<file path="src/rtl/mspss_pkg.sv">
// Package with the types, codes and constants shared by the speed controller files.
`timescale 1ns / 1ps
`default_nettype none

package mspss_pkg;

  // Defaults of the top level parameters.
  localparam int PWM_PERIOD_DEF   = 4096;
  localparam int STALL_PERIOD_DEF = 65000;
  localparam int RAMP_WINDOW_DEF  = 50;

  // Configuration register indexes.
  localparam logic [2:0] REG_PROP_GAIN   = 3'd0;
  localparam logic [2:0] REG_INTEG_GAIN  = 3'd1;
  localparam logic [2:0] REG_DERIV_GAIN  = 3'd2;
  localparam logic [2:0] REG_SPEED_TGT   = 3'd3;
  localparam logic [2:0] REG_RAMP_STEP   = 3'd4;
  localparam logic [2:0] REG_TIMER_CLOCK = 3'd5;
  localparam logic [2:0] REG_SPEED_LIMIT = 3'd6;

  // Register reset values.
  localparam logic [15:0] PROP_GAIN_RST   = 16'd12800;
  localparam logic [11:0] RAMP_STEP_RST   = 12'd10;
  localparam logic [23:0] TIMER_CLOCK_RST = 24'd1000000;
  localparam logic [15:0] SPEED_LIMIT_RST = 16'd65535;

  localparam int CFG_DATA_W = 24;

  // Event codes carried in the mode field.
  localparam logic [1:0] MODE_EDGE  = 2'd0;
  localparam logic [1:0] MODE_TICK  = 2'd1;
  localparam logic [1:0] MODE_START = 2'd2;
  localparam logic [1:0] MODE_STOP  = 2'd3;

  // Run phases.
  localparam logic [1:0] PH_STOP = 2'd0;
  localparam logic [1:0] PH_RAMP = 2'd1;
  localparam logic [1:0] PH_PID  = 2'd2;

  // Operand selects of the shared multiplier.
  localparam logic [2:0] MSEL_PROP   = 3'd0;
  localparam logic [2:0] MSEL_DERIV  = 3'd1;
  localparam logic [2:0] MSEL_INT_LO = 3'd2;
  localparam logic [2:0] MSEL_INT_HI = 3'd3;
  localparam logic [2:0] MSEL_SCALE  = 3'd4;

  // The divider retires two quotient bits per cycle over a 24 bit dividend.
  localparam int DIVIDEND_W = 24;
  localparam int DIV_CYCLES = DIVIDEND_W / 2;

  typedef struct packed {
    logic [1:0]  mode;
    logic [15:0] edge_period;
    logic [15:0] start_duty;
  } mspss_in_t;

  typedef struct packed {
    logic [15:0] duty;
    logic [15:0] speed;
    logic [1:0]  phase;
  } mspss_out_t;

  typedef struct packed {
    logic       load;
    logic       simple;
    logic       div_step;
    logic       speed_set;
    logic       mul_en;
    logic [2:0] mul_sel;
    logic       acc_en;
    logic       acc_first;
    logic       pid_fin;
    logic       out_load;
  } mspss_cmd_t;

  typedef struct packed {
    logic [1:0] phase;
  } mspss_stat_t;

endpackage

`default_nettype wire

</file>
<file path="src/rtl/motor_speed_pid_soft_start.sv">
// Motor speed controller with soft start ramp and PID regulation.
//
// The input channel (in_valid, in_ready, in_data) takes one event word: an
// encoder edge with its captured period, a control tick, a start command or
// a stop command. Every accepted word gives exactly one result word on the
// output channel (out_valid, out_ready, out_data) with the duty, the latest
// speed and the run phase after that event.
// One word is worked on at a time; in_ready is high when the block is idle.
// An encoder edge runs the divider, which retires two quotient bits per
// cycle; a control tick in PID regulation runs multiply and accumulate
// steps that push five products through the single 16 x 25 bit multiplier;
// every other word goes through the simple step. The result turns valid in
// the same cycle that in_ready returns. The result register holds a
// finished word while the receiver stalls; a further word is accepted and
// worked on, then waits until that register frees. Configuration writes
// take effect at once; the user must make them while idle, which the block
// does not enforce. Reset restores the register defaults, stops the motor
// and clears speed, duty, integral sum and previous error.
`timescale 1ns / 1ps
`default_nettype none

module motor_speed_pid_soft_start #(
  parameter int PWM_PERIOD   = mspss_pkg::PWM_PERIOD_DEF,
  parameter int STALL_PERIOD = mspss_pkg::STALL_PERIOD_DEF,
  parameter int RAMP_WINDOW  = mspss_pkg::RAMP_WINDOW_DEF
) (
  input  wire                               clk,
  input  wire                               rst,
  input  wire                               cfg_wr_en,
  input  wire  [2:0]                        cfg_index,
  input  wire  [mspss_pkg::CFG_DATA_W-1:0]  cfg_data,
  input  wire                               in_valid,
  output logic                              in_ready,
  input  mspss_pkg::mspss_in_t              in_data,
  output logic                              out_valid,
  input  wire                               out_ready,
  output mspss_pkg::mspss_out_t             out_data
);
  import mspss_pkg::*;

  mspss_cmd_t  cmd;
  mspss_stat_t stat;

  mspss_ctrl u_ctrl (
    .clk       (clk),
    .rst       (rst),
    .in_valid  (in_valid),
    .in_ready  (in_ready),
    .in_mode   (in_data.mode),
    .out_valid (out_valid),
    .out_ready (out_ready),
    .stat      (stat),
    .cmd       (cmd)
  );

  mspss_dp #(
    .PWM_PERIOD   (PWM_PERIOD),
    .STALL_PERIOD (STALL_PERIOD),
    .RAMP_WINDOW  (RAMP_WINDOW)
  ) u_dp (
    .clk       (clk),
    .rst       (rst),
    .cfg_wr_en (cfg_wr_en),
    .cfg_index (cfg_index),
    .cfg_data  (cfg_data),
    .in_data   (in_data),
    .cmd       (cmd),
    .stat      (stat),
    .out_data  (out_data)
  );

endmodule

`default_nettype wire

</file>
<file path="src/rtl/mspss_dp.sv">
// Datapath: configuration registers, controller state, divider, multiplier and result register.
`timescale 1ns / 1ps
`default_nettype none

module mspss_dp #(
  parameter int PWM_PERIOD   = mspss_pkg::PWM_PERIOD_DEF,
  parameter int STALL_PERIOD = mspss_pkg::STALL_PERIOD_DEF,
  parameter int RAMP_WINDOW  = mspss_pkg::RAMP_WINDOW_DEF
) (
  input  wire                                 clk,
  input  wire                                 rst,
  input  wire                                 cfg_wr_en,
  input  wire  [2:0]                          cfg_index,
  input  wire  [mspss_pkg::CFG_DATA_W-1:0]    cfg_data,
  input  mspss_pkg::mspss_in_t                in_data,
  input  mspss_pkg::mspss_cmd_t               cmd,
  output mspss_pkg::mspss_stat_t              stat,
  output mspss_pkg::mspss_out_t               out_data
);
  import mspss_pkg::*;

  localparam logic [15:0] PWM_P   = 16'(PWM_PERIOD);
  localparam logic [15:0] STALL_P = 16'(STALL_PERIOD);
  localparam logic [16:0] RAMP_W  = 17'(RAMP_WINDOW);
  localparam logic signed [39:0] INTEG_MAX = {1'b0, {39{1'b1}}};
  localparam logic signed [39:0] INTEG_MIN = {1'b1, {39{1'b0}}};

  // Configuration registers.
  logic [15:0] prop_gain;
  logic [15:0] integ_gain_dt;
  logic [15:0] deriv_gain_over_dt;
  logic [15:0] speed_target;
  logic [11:0] ramp_step;
  logic [23:0] timer_clock;
  logic [15:0] speed_limit;

  // Controller state.
  logic [1:0]         phase_reg;
  logic [15:0]        duty_reg;
  logic [15:0]        speed_reg;
  logic signed [39:0] integral_sum;
  logic signed [16:0] previous_error;

  // Captured word and working registers.
  logic [1:0]         mode_q;
  logic [15:0]        period_q;
  logic [15:0]        start_duty_q;
  logic [15:0]        rem;
  logic [23:0]        quot;
  logic signed [41:0] prod;
  logic [2:0]         prod_sel;
  logic signed [57:0] acc;

  logic [15:0]        rem_next;
  logic [23:0]        quot_next;
  logic [16:0]        trial;
  logic [16:0]        diff;
  logic signed [16:0] err;
  logic signed [17:0] derr;
  logic [15:0]        mul_a;
  logic signed [24:0] mul_b;
  logic signed [57:0] prod_ext;
  logic signed [57:0] term;
  logic [16:0]        ramp_sum;
  logic [16:0]        ramp_upper;
  logic               in_window;
  logic               bad_period;
  logic signed [40:0] isum_new;

  assign stat.phase = phase_reg;

  assign err  = $signed({1'b0, speed_target}) - $signed({1'b0, speed_reg});
  assign derr = $signed({err[16], err}) - $signed({previous_error[16], previous_error});

  // Two restoring division steps per cycle.
  always_comb begin
    rem_next  = rem;
    quot_next = quot;
    trial     = '0;
    diff      = '0;
    for (int i = 0; i < 2; i++) begin
      trial = {rem_next, quot_next[23]};
      diff  = trial - {1'b0, period_q};
      if (trial >= {1'b0, period_q}) begin
        rem_next  = diff[15:0];
        quot_next = {quot_next[22:0], 1'b1};
      end else begin
        rem_next  = trial[15:0];
        quot_next = {quot_next[22:0], 1'b0};
      end
    end
  end

  // The integral term is split so that no product is wider than 16 x 25 bits.
  always_comb begin
    case (cmd.mul_sel)
      MSEL_PROP: begin
        mul_a = prop_gain;
        mul_b = {{8{err[16]}}, err};
      end
      MSEL_DERIV: begin
        mul_a = deriv_gain_over_dt;
        mul_b = {{7{derr[17]}}, derr};
      end
      MSEL_INT_LO: begin
        mul_a = integ_gain_dt;
        mul_b = {9'b0, integral_sum[15:0]};
      end
      MSEL_INT_HI: begin
        mul_a = integ_gain_dt;
        mul_b = {integral_sum[39], integral_sum[39:16]};
      end
      MSEL_SCALE: begin
        mul_a = PWM_P;
        mul_b = {9'b0, acc[31:16]};
      end
      default: begin
        mul_a = '0;
        mul_b = '0;
      end
    endcase
  end

  assign prod_ext = {{16{prod[41]}}, prod};

  always_comb begin
    case (prod_sel)
      MSEL_PROP, MSEL_DERIV: term = {prod_ext[49:0], 8'b0};
      MSEL_INT_LO:           term = prod_ext;
      MSEL_INT_HI:           term = {prod_ext[41:0], 16'b0};
      default:               term = '0;
    endcase
  end

  assign ramp_sum   = {1'b0, duty_reg} + {5'b0, ramp_step};
  assign ramp_upper = {1'b0, speed_target} + RAMP_W;
  assign in_window  = (speed_reg > speed_target) && ({1'b0, speed_reg} < ramp_upper);
  assign bad_period = (period_q == 16'd0) || (period_q >= STALL_P);
  assign isum_new   = {integral_sum[39], integral_sum} + {{24{err[16]}}, err};

  // Configuration and controller state.
  always_ff @(posedge clk) begin
    if (rst) begin
      prop_gain          <= PROP_GAIN_RST;
      integ_gain_dt      <= '0;
      deriv_gain_over_dt <= '0;
      speed_target       <= '0;
      ramp_step          <= RAMP_STEP_RST;
      timer_clock        <= TIMER_CLOCK_RST;
      speed_limit        <= SPEED_LIMIT_RST;
      phase_reg          <= PH_STOP;
      duty_reg           <= '0;
      speed_reg          <= '0;
      integral_sum       <= '0;
      previous_error     <= '0;
    end else begin
      if (cfg_wr_en) begin
        case (cfg_index)
          REG_PROP_GAIN:   prop_gain          <= cfg_data[15:0];
          REG_INTEG_GAIN:  integ_gain_dt      <= cfg_data[15:0];
          REG_DERIV_GAIN:  deriv_gain_over_dt <= cfg_data[15:0];
          REG_SPEED_TGT:   speed_target       <= cfg_data[15:0];
          REG_RAMP_STEP:   ramp_step          <= cfg_data[11:0];
          REG_TIMER_CLOCK: timer_clock        <= cfg_data[23:0];
          REG_SPEED_LIMIT: speed_limit        <= cfg_data[15:0];
          default: ;
        endcase
      end
      if (cmd.simple) begin
        case (mode_q)
          MODE_START: begin
            duty_reg  <= (start_duty_q > PWM_P) ? PWM_P : start_duty_q;
            speed_reg <= '0;
            phase_reg <= PH_RAMP;
          end
          MODE_STOP: begin
            duty_reg       <= '0;
            speed_reg      <= '0;
            phase_reg      <= PH_STOP;
            integral_sum   <= '0;
            previous_error <= '0;
          end
          MODE_TICK: begin
            if (phase_reg == PH_RAMP) begin
              if (in_window) begin
                phase_reg <= PH_PID;
              end else begin
                duty_reg <= (ramp_sum > {1'b0, PWM_P}) ? PWM_P : ramp_sum[15:0];
              end
            end
          end
          default: ;
        endcase
      end
      if (cmd.speed_set) begin
        if (bad_period || (quot >= {8'b0, speed_limit})) begin
          speed_reg <= '0;
        end else begin
          speed_reg <= quot[15:0];
        end
      end
      if (cmd.pid_fin) begin
        // The output is zero below one unit; at or above 2^16 units it saturates.
        if (acc[57] || (acc[57:16] == '0)) begin
          duty_reg <= '0;
        end else if (acc[57:32] != '0) begin
          duty_reg <= PWM_P;
        end else begin
          duty_reg <= prod[31:16];
        end
        if (isum_new[40] != isum_new[39]) begin
          integral_sum <= isum_new[40] ? INTEG_MIN : INTEG_MAX;
        end else begin
          integral_sum <= isum_new[39:0];
        end
        previous_error <= err;
      end
    end
  end

  // Working registers.
  always_ff @(posedge clk) begin
    if (cmd.load) begin
      mode_q       <= in_data.mode;
      period_q     <= in_data.edge_period;
      start_duty_q <= in_data.start_duty;
      rem          <= '0;
      quot         <= timer_clock;
    end else if (cmd.div_step) begin
      rem  <= rem_next;
      quot <= quot_next;
    end
    if (cmd.mul_en) begin
      prod     <= $signed({1'b0, mul_a}) * mul_b;
      prod_sel <= cmd.mul_sel;
    end
    if (cmd.acc_en) begin
      acc <= cmd.acc_first ? term : acc + term;
    end
    if (cmd.out_load) begin
      out_data.duty  <= duty_reg;
      out_data.speed <= speed_reg;
      out_data.phase <= phase_reg;
    end
  end

  a_duty_limit: assert property (@(posedge clk) disable iff (rst) duty_reg <= PWM_P)
    else $error("duty above the PWM period");
  a_phase_code: assert property (@(posedge clk) disable iff (rst)
    phase_reg == PH_STOP || phase_reg == PH_RAMP || phase_reg == PH_PID)
    else $error("illegal run phase");
  a_stopped_clear: assert property (@(posedge clk) disable iff (rst)
    phase_reg == PH_STOP |-> duty_reg == '0 && integral_sum == '0 && previous_error == '0)
    else $error("stopped with regulator state left over");

endmodule

`default_nettype wire

</file>
<file path="src/rtl/mspss_ctrl.sv">
// Controller state machine that sequences the divider, multiplier and result register.
`timescale 1ns / 1ps
`default_nettype none

module mspss_ctrl (
  input  wire                     clk,
  input  wire                     rst,
  input  wire                     in_valid,
  output logic                    in_ready,
  input  wire  [1:0]              in_mode,
  output logic                    out_valid,
  input  wire                     out_ready,
  input  mspss_pkg::mspss_stat_t  stat,
  output mspss_pkg::mspss_cmd_t   cmd
);
  import mspss_pkg::*;

  localparam logic [2:0] S_IDLE   = 3'd0;
  localparam logic [2:0] S_SIMPLE = 3'd1;
  localparam logic [2:0] S_DIV    = 3'd2;
  localparam logic [2:0] S_SPEED  = 3'd3;
  localparam logic [2:0] S_MUL    = 3'd4;
  localparam logic [2:0] S_PID    = 3'd5;
  localparam logic [2:0] S_OUT    = 3'd6;

  localparam logic [3:0] DIV_LAST = 4'(DIV_CYCLES - 1);
  localparam logic [3:0] MUL_LAST = 4'd5;

  logic [2:0] state, state_next;
  logic [3:0] cnt, cnt_next;
  logic       out_valid_next;
  logic       in_acc;
  logic       out_free;

  assign in_ready = (state == S_IDLE);
  assign in_acc   = in_valid && in_ready;
  assign out_free = !out_valid || out_ready;

  always_comb begin
    state_next = state;
    cnt_next   = cnt;
    cmd        = '0;
    case (state)
      S_IDLE: begin
        cnt_next = '0;
        if (in_valid) begin
          cmd.load = 1'b1;
          if (in_mode == MODE_EDGE) begin
            state_next = S_DIV;
          end else if (in_mode == MODE_TICK && stat.phase == PH_PID) begin
            state_next = S_MUL;
          end else begin
            state_next = S_SIMPLE;
          end
        end
      end
      S_SIMPLE: begin
        cmd.simple = 1'b1;
        state_next = S_OUT;
      end
      S_DIV: begin
        cmd.div_step = 1'b1;
        cnt_next     = cnt + 4'd1;
        if (cnt == DIV_LAST) begin
          state_next = S_SPEED;
        end
      end
      S_SPEED: begin
        cmd.speed_set = 1'b1;
        state_next    = S_OUT;
      end
      S_MUL: begin
        // Each product is accumulated in the cycle after it is formed; the last
        // product scales the finished sum by the PWM period.
        cmd.mul_en    = (cnt != 4'd4);
        cmd.mul_sel   = (cnt == MUL_LAST) ? MSEL_SCALE : cnt[2:0];
        cmd.acc_en    = (cnt >= 4'd1) && (cnt <= 4'd4);
        cmd.acc_first = (cnt == 4'd1);
        cnt_next      = cnt + 4'd1;
        if (cnt == MUL_LAST) begin
          state_next = S_PID;
        end
      end
      S_PID: begin
        cmd.pid_fin = 1'b1;
        state_next  = S_OUT;
      end
      S_OUT: begin
        if (out_free) begin
          cmd.out_load = 1'b1;
          state_next   = S_IDLE;
        end
      end
      default: begin
        state_next = S_IDLE;
      end
    endcase
  end

  always_comb begin
    out_valid_next = out_valid;
    if (cmd.out_load) begin
      out_valid_next = 1'b1;
    end else if (out_ready) begin
      out_valid_next = 1'b0;
    end
  end

  always_ff @(posedge clk) begin
    if (rst) begin
      state     <= S_IDLE;
      cnt       <= '0;
      out_valid <= 1'b0;
    end else begin
      state     <= state_next;
      cnt       <= cnt_next;
      out_valid <= out_valid_next;
    end
  end

  a_no_overwrite: assert property (@(posedge clk) disable iff (rst)
    cmd.out_load |-> !out_valid || out_ready)
    else $error("result word overwritten before it was taken");
  a_accept_leaves_idle: assert property (@(posedge clk) disable iff (rst)
    in_acc |=> state != S_IDLE)
    else $error("accepted word did not start work");
  a_div_count: assert property (@(posedge clk) disable iff (rst)
    state == S_DIV |-> cnt <= DIV_LAST)
    else $error("divider step count out of range");

endmodule

`default_nettype wire
</file>
<file path="config.mk">
export PLATFORM = sky130hd
export DESIGN_NAME = motor_speed_pid_soft_start
export DESIGN_NICKNAME = d
export VERILOG_FILES = /design/src/rtl/mspss_pkg.sv /design/src/rtl/motor_speed_pid_soft_start.sv /design/src/rtl/mspss_dp.sv /design/src/rtl/mspss_ctrl.sv
export SDC_FILE = /design/constraint.sdc
export NUM_CORES = 2
export LEC_CHECK = 0
export ABC_AREA = 1
export ABC_CLOCK_PERIOD_IN_PS = 11000
export CAP_MARGIN = 10
export CORE_ASPECT_RATIO = 0.5
export CORE_UTILIZATION = 64
export DETAILED_ROUTE_END_ITERATION = 12
export DONT_BUFFER_PORTS = 1
export HOLD_SLACK_MARGIN = 0.1
export PLACE_DENSITY = 0.79
export SYNTH_ARGS = -nofsm -noshare
export SYNTH_HDL_FRONTEND = slang
export SYNTH_SLANG_ARGS = --single-unit
</file>
<file path="constraint.sdc">
create_clock -name clk -period 11 [get_ports clk]
set_clock_uncertainty 0.1 [all_clocks]
set_input_delay 2.2 -clock clk [delete_from_list [all_inputs] [get_ports clk]]
set_output_delay 2.2 -clock clk [all_outputs]
set_load 0.01 [all_outputs]
</file>
Word level (Yosys, flattened, before mapping) --
Index checks and enable logic that the tools add are counted.
Storage, ports and cells: bits in registers 426, bits of input ports 66, output and inout port bits 36
Cells by class: reduce and logical (&&, ||, !) cells 42, equality and inequality tests 38, $lt $le $gt $ge 10, multipliers 1, muxes and demuxes 54, add/subtract/negate cells 9
Operators by type and width (number):
- 16-bit two-way mux | 14
- 40-bit two-way mux | 5
- 58-bit case mux with 3 select lines | 1
- 25-bit case mux with 5 select lines | 1
- 16-bit case mux with 4 select lines | 1
- 58-bit adder | 1
- 58-bit two-way mux | 1
- 17-bit two-way mux | 3
- 24-bit two-way mux | 2
- 16-bit case mux with 3 select lines | 1
- 42-bit logical NOT | 1
- 17-bit by 25-bit multiplier with 42-bit output | 1
- 40-bit by 17-bit adder with 41-bit output | 1
- 17-bit by 16-bit greater-or-equal comparator with 1-bit output | 2
- 16-bit subtractor | 2
- 26-bit nonzero test | 1
- 3-bit by 2-bit equality test with 1-bit output (second input constant) | 8
- 24-bit by 16-bit greater-or-equal comparator with 1-bit output | 1
- 3-bit equality test (second input constant) | 7
- 3-bit two-way mux | 7
- 2-bit AND reduction | 9
- 17-bit by 17-bit subtractor with 18-bit output | 1
- 16-bit by 12-bit adder with 17-bit output | 1
- 16-bit by 6-bit adder with 17-bit output (second input constant) | 1
- 39 further kinds | 81

Logic depth before layout (Yosys ltp) --
word-level depth 8, mapped depth 46

Hierarchy --
From an unflattened synthesis, not the netlist that was laid out.
Second synthesis, totals: cell total of the unflattened synthesis 6237, area total of the unflattened synthesis 45132.0 sq um
Modules (own cells, without submodules):
- mspss_dp | cells each 6135, times used 1, seq. area each 10319.9 sq um, area each 44508.9 sq um
- mspss_ctrl | cells each 102, times used 1, seq. area each 160.2 sq um, area each 623.1 sq um

Worst setup path before layout --
Ideal clock, no wire load.
path type reg-to-reg, start reg u_dp.speed_target[0], end reg u_dp.prod[40], data pin, cell stages (with the launch flop) 40, clock period less this slack 9.336 ns, library setup time 0.259 ns, path slack 1.664 ns, data arrival time 8.977 ns, cell sequence dfxtp_1 -> inv_1 -> ha_1 -> fa_1 -> nand3b_1 -> nand2_1 -> a21oi_1 -> o21ai_2 -> a31oi_2 -> ha_1 -> nand2_1 -> nor2_1 -> nand2_1 -> o311ai_0 -> nand2_1 -> o211ai_4 -> clkbuf_1 -> a21oi_1 -> [4 not listed] -> fa_1 -> fa_1 -> fa_1 -> inv_1 -> fa_1 -> inv_1 -> ha_1 -> nand2_1 -> nor2_1 -> inv_1 -> nor2_1 -> inv_1 -> nor3_1 -> or3b_2 -> nand3_1 -> nand2_1 -> nand2_1 -> xor2_1
Between the ends: cells in the longest elaborated chain, start to end 4
Ends and longest elaborated chain:
- start, declared | line mspss_dp.sv:32 | logic [15:0] speed_target;
- start signal, assigned | line mspss_dp.sv:162 | REG_SPEED_TGT: speed_target <= cfg_data[15:0];
- 16-bit by 16-bit subtractor with 17-bit output (*) | line mspss_dp.sv:72 | assign err = $signed({1'b0, speed_target}) - $signed({1'b0, speed_reg});
- 17-bit by 17-bit subtractor with 18-bit output | line mspss_dp.sv:73 | assign derr = $signed({err[16], err}) - $signed({previous_error[16], previous_error});
- 25-bit case mux with 5 select lines (*) | line mspss_dp.sv:96 | case (cmd.mul_sel)
- 17-bit by 25-bit multiplier with 42-bit output (*) | line mspss_dp.sv:234 | prod <= $signed({1'b0, mul_a}) * mul_b;
- end signal, assigned | line mspss_dp.sv:234
- end, declared | line mspss_dp.sv:50 | logic signed [41:0] prod;
Every way passes the cells marked *; elsewhere a longest branch is shown, timed or not. A chain may end at the register's enable or synchronous reset.

Worst setup path after layout --
Same ends and word-level chain as after synthesis.

==> flow_summary.toml <==
[yosys]
async_flop_share_pct = 0
synth_cell_types = 69
synth_area_leaders = "fa_1, edfxtp_1, nand2_1"
avgSynthCellArea_um2 = 7.31
synthSimpleGateAreaFrac_pct = 23.9
synthAdderAreaFrac_pct = 25.9
ys_ff_latch = 426
syn_nets = 6939
synth.top_cell.area_share_pct = 17.2
ys_seq_area_share_pct = 23.2
synth-xor-area-share_pct = 2.91
synth_top_cell_by_area = "fa_1"
synthesis.area_mm2 = 0.0451
yosys_warnings = 0
synth_edf_count = 195
synth_cells = 6172
synth_top_family_by_area = "adder cells"
synth_mux_area_share_pct = 0
synth-compound-area-share_pct = 12.6
synth_ff_type = "dfxtp_1"

[grt]
first_global_vias = 42107
grt_pass1_wl_mm = 235
grt_max_degree = 105
antenna_found_initial = 0
grtUsageTotal_pct = 42.5
grt-ovfl-total = 0

[sta]
rsz0062_at_grt = "false"
fin_tns_setup_ns = 0
slew_violations = 0
report.final.setup_viol = 0
worst_slew_pin_slew_ns = 1.31
setup_ws_ns = 0.658
fin_crit_sh_pct = 94.0
final_hold_viol_count = 0
min_period_ns = 10.34
relSlewSlack_pct = 12.3
fmax_mhz = 96.7

[layout]
mostFrequentLayoutCells = "nand2_1, inv_1, nor2_1, a21oi_1, fa_1"
regArea_mm2 = 0.0105
regMostFlops = "u_dp.acc"
num_antenna_cells = 0
largest_reg_flops = 58
layout-drive-gt1-share_pct = 3.81
syn_to_final_growth_pct = 4.81
multiInputGateArea_mm2 = 0.0295
nFillCells = 5900
final_util_pct = 68.2
biggestRegsByFlops = "u_dp.acc: 58 flops, u_dp.prod: 42 flops, u_dp.integral_sum: 40 flops"
layout_commonest_cell = "nand2_1"
fin_nets = 6858

[clock_tree]
cts_setup_buffers = 0
clock_latency_ns = 0.64
htree_levels = 2
clk_pin_slew_ns = 0.07
hold_buffers = 0
root_buffer = "clkbuf_16"
cts_tree = "done"
clockBufferDepth = 3
post_cts_resized = 0
clock-sinks = 426
cts_buffers = 40

[power]
p_leak_nw = 22.9
vdd_drop_max_mv = 0.476
total_power_w = 0.0119
powerDensity_mw_per_mm2 = 253

[detailed_routing]
wl_mm = 151
drc = 0
avgRoutedWirePerCell_um = 21.4
ant_nets = 0
dr_total_vias = 42917
drt_iter0_drc = 5460
viasPerCell = 6.07
dr.pass1.iters = 8

[floorplan]
start_util_pct = 65.0
die_h_um = 190
placeableCoreArea_mm2 = 0.0693
ios = 102
rows = 68
dieArea_mm2 = 0.0716
die_w_um = 377

[worst_setup_path]
reg2reg_from = "u_dp.speed_target[0]$_SDFFE_PP0P_"
rrSetupSlack_ns = 0.66
cp-end-kind = "flip-flop"
cp_slowest_cell = "fa_1"
endpoint = "u_dp.prod[40]$_DFFE_PP_"
worstPathArrival_ns = 10.62
cp-startpoint = "u_dp.speed_target[0]$_SDFFE_PP0P_"
worstPathRequired_ns = 11.28
r2r_cells = 43
crit_type = "flip-flop to flip-flop"
reg2reg_to = "u_dp.prod[40]$_DFFE_PP_"
cp_common_cell = "nand2_1"
crit_path_start_kind = "flip-flop"
crit_path_max_fanout = 12
worst_path_largest_cell_delay_ns = 0.58

[run_status]
status = "complete, no violations"

[place]
port-buffer-count = 0
dpl.hpwl_mm = 120
place_congestion = 1.10
dp_slack_ns = 0.728

[hold_path]
whs_path_depth = 2
hold_class = "flip-flop to flip-flop"

[run]
maxCapViolCount = 0
metrics by stage:
step                      std cells  hold slack [ns]  instance area, um2
final                          7068            0.359               47300
after global routing           7068            0.376               47300
after CTS                      7068            0.357               47300
after detailed placement       6994            0.343               45900
after global placement         6994            0.338               45900
after floorplan                6172            0.329               45100
worst max-delay path, delay by kind of cell, from the launching register on:
kind,cells,cell delay (ns)
adders and majority gates,10,4.63
AOI/OAI and AO/OA,6,1.34
xor gates and xnor gates,1,0.07
buffers and inverters,8,0.52
DFF,1,0.34
and+or+nand+nor,18,3.07
layer usage:
layer / vias to the layer above / wire length, um / global-route usage [%]
met3: 431 / 20800 / 13.4
met2: 2622 / 63200 / 63.7
met5: - / 0 / 0
met4: 0 / 5620 / 14.3
met1: 20414 / 61600 / 58.1
li1: 19450 / - / -
cell type report:
cell class	instances	share of cell area [%]
Inverter	1161	9.23
Clock buffer	49	2.32
Multi-Input combinational cell	4419	62.4
Clock inverter	25	0.630
Tap cell	945	2.50
Sequential cell	426	22.2
Timing Repair Buffer	43	0.691
synth_stat cells, types with 9 or more instances:
master / number
or2_2: 17
o22ai_1: 12
buf_6: 9
a221oi_1: 9
o21ai_0: 288
edfxtp_1: 195
dfxtp_1: 231
nor2_1: 580
xnor2_1: 64
o21a_1: 18
buf_4: 14
o21bai_1: 23
o221ai_1: 25
nand3_2: 13
a21oi_1: 427
fa_1: 388
inv_2: 24
xor2_1: 86
nand2_1: 1506
clkbuf_1: 90
o21ai_1: 10
inv_1: 1132
buf_2: 46
a31oi_1: 46
nand2_2: 14
a21o_1: 23
nor4_1: 21
a22o_1: 9
nor3_1: 40
nand3b_1: 14
o211ai_1: 28
nand4_1: 79
nand3_1: 280
ha_1: 313
a21boi_0: 11
kinds of logic (layout without fill, tap and decap cells):
family	count (synthesis)	count (layout)
XOR/XNOR	150	150
adder cells (fa/ha/maj)	701	701
AO/OA/AOI/OAI	976	976
AND/OR/NAND/NOR	2592	2592
flip-flops	426	426
buffers and inverters	1327	1278
worst min path at each step:
stage / from / endpoint / slack (ns)
global placement: u_dp.timer_clock[9]$_SDFFE_PP1P_ / u_dp.timer_clock[9]$_SDFFE_PP1P_ / 0.34
finish: u_dp.prop_gain[15]$_SDFFE_PP0P_ / u_dp.prop_gain[15]$_SDFFE_PP0P_ / 0.36
floorplan: u_dp.prop_gain[9]$_SDFFE_PP1P_ / u_dp.prop_gain[9]$_SDFFE_PP1P_ / 0.33
CTS: u_dp.prop_gain[15]$_SDFFE_PP0P_ / u_dp.prop_gain[15]$_SDFFE_PP0P_ / 0.36
detailed placement: u_dp.timer_clock[18]$_SDFFE_PP1P_ / u_dp.timer_clock[18]$_SDFFE_PP1P_ / 0.34
global route: u_dp.prop_gain[15]$_SDFFE_PP0P_ / u_dp.prop_gain[15]$_SDFFE_PP0P_ / 0.38
report_power, final:
group          total, W  internal, W  leakage (nW)  switching [W]
sequential      0.00243      0.00218          3.68       0.000247
combinational   0.00799      0.00273          18.5        0.00526
clock           0.00152     0.000800         0.664       0.000721
total            0.0119      0.00571          22.9        0.00623
No activity file was read; power rests on OpenSTA's default activity.
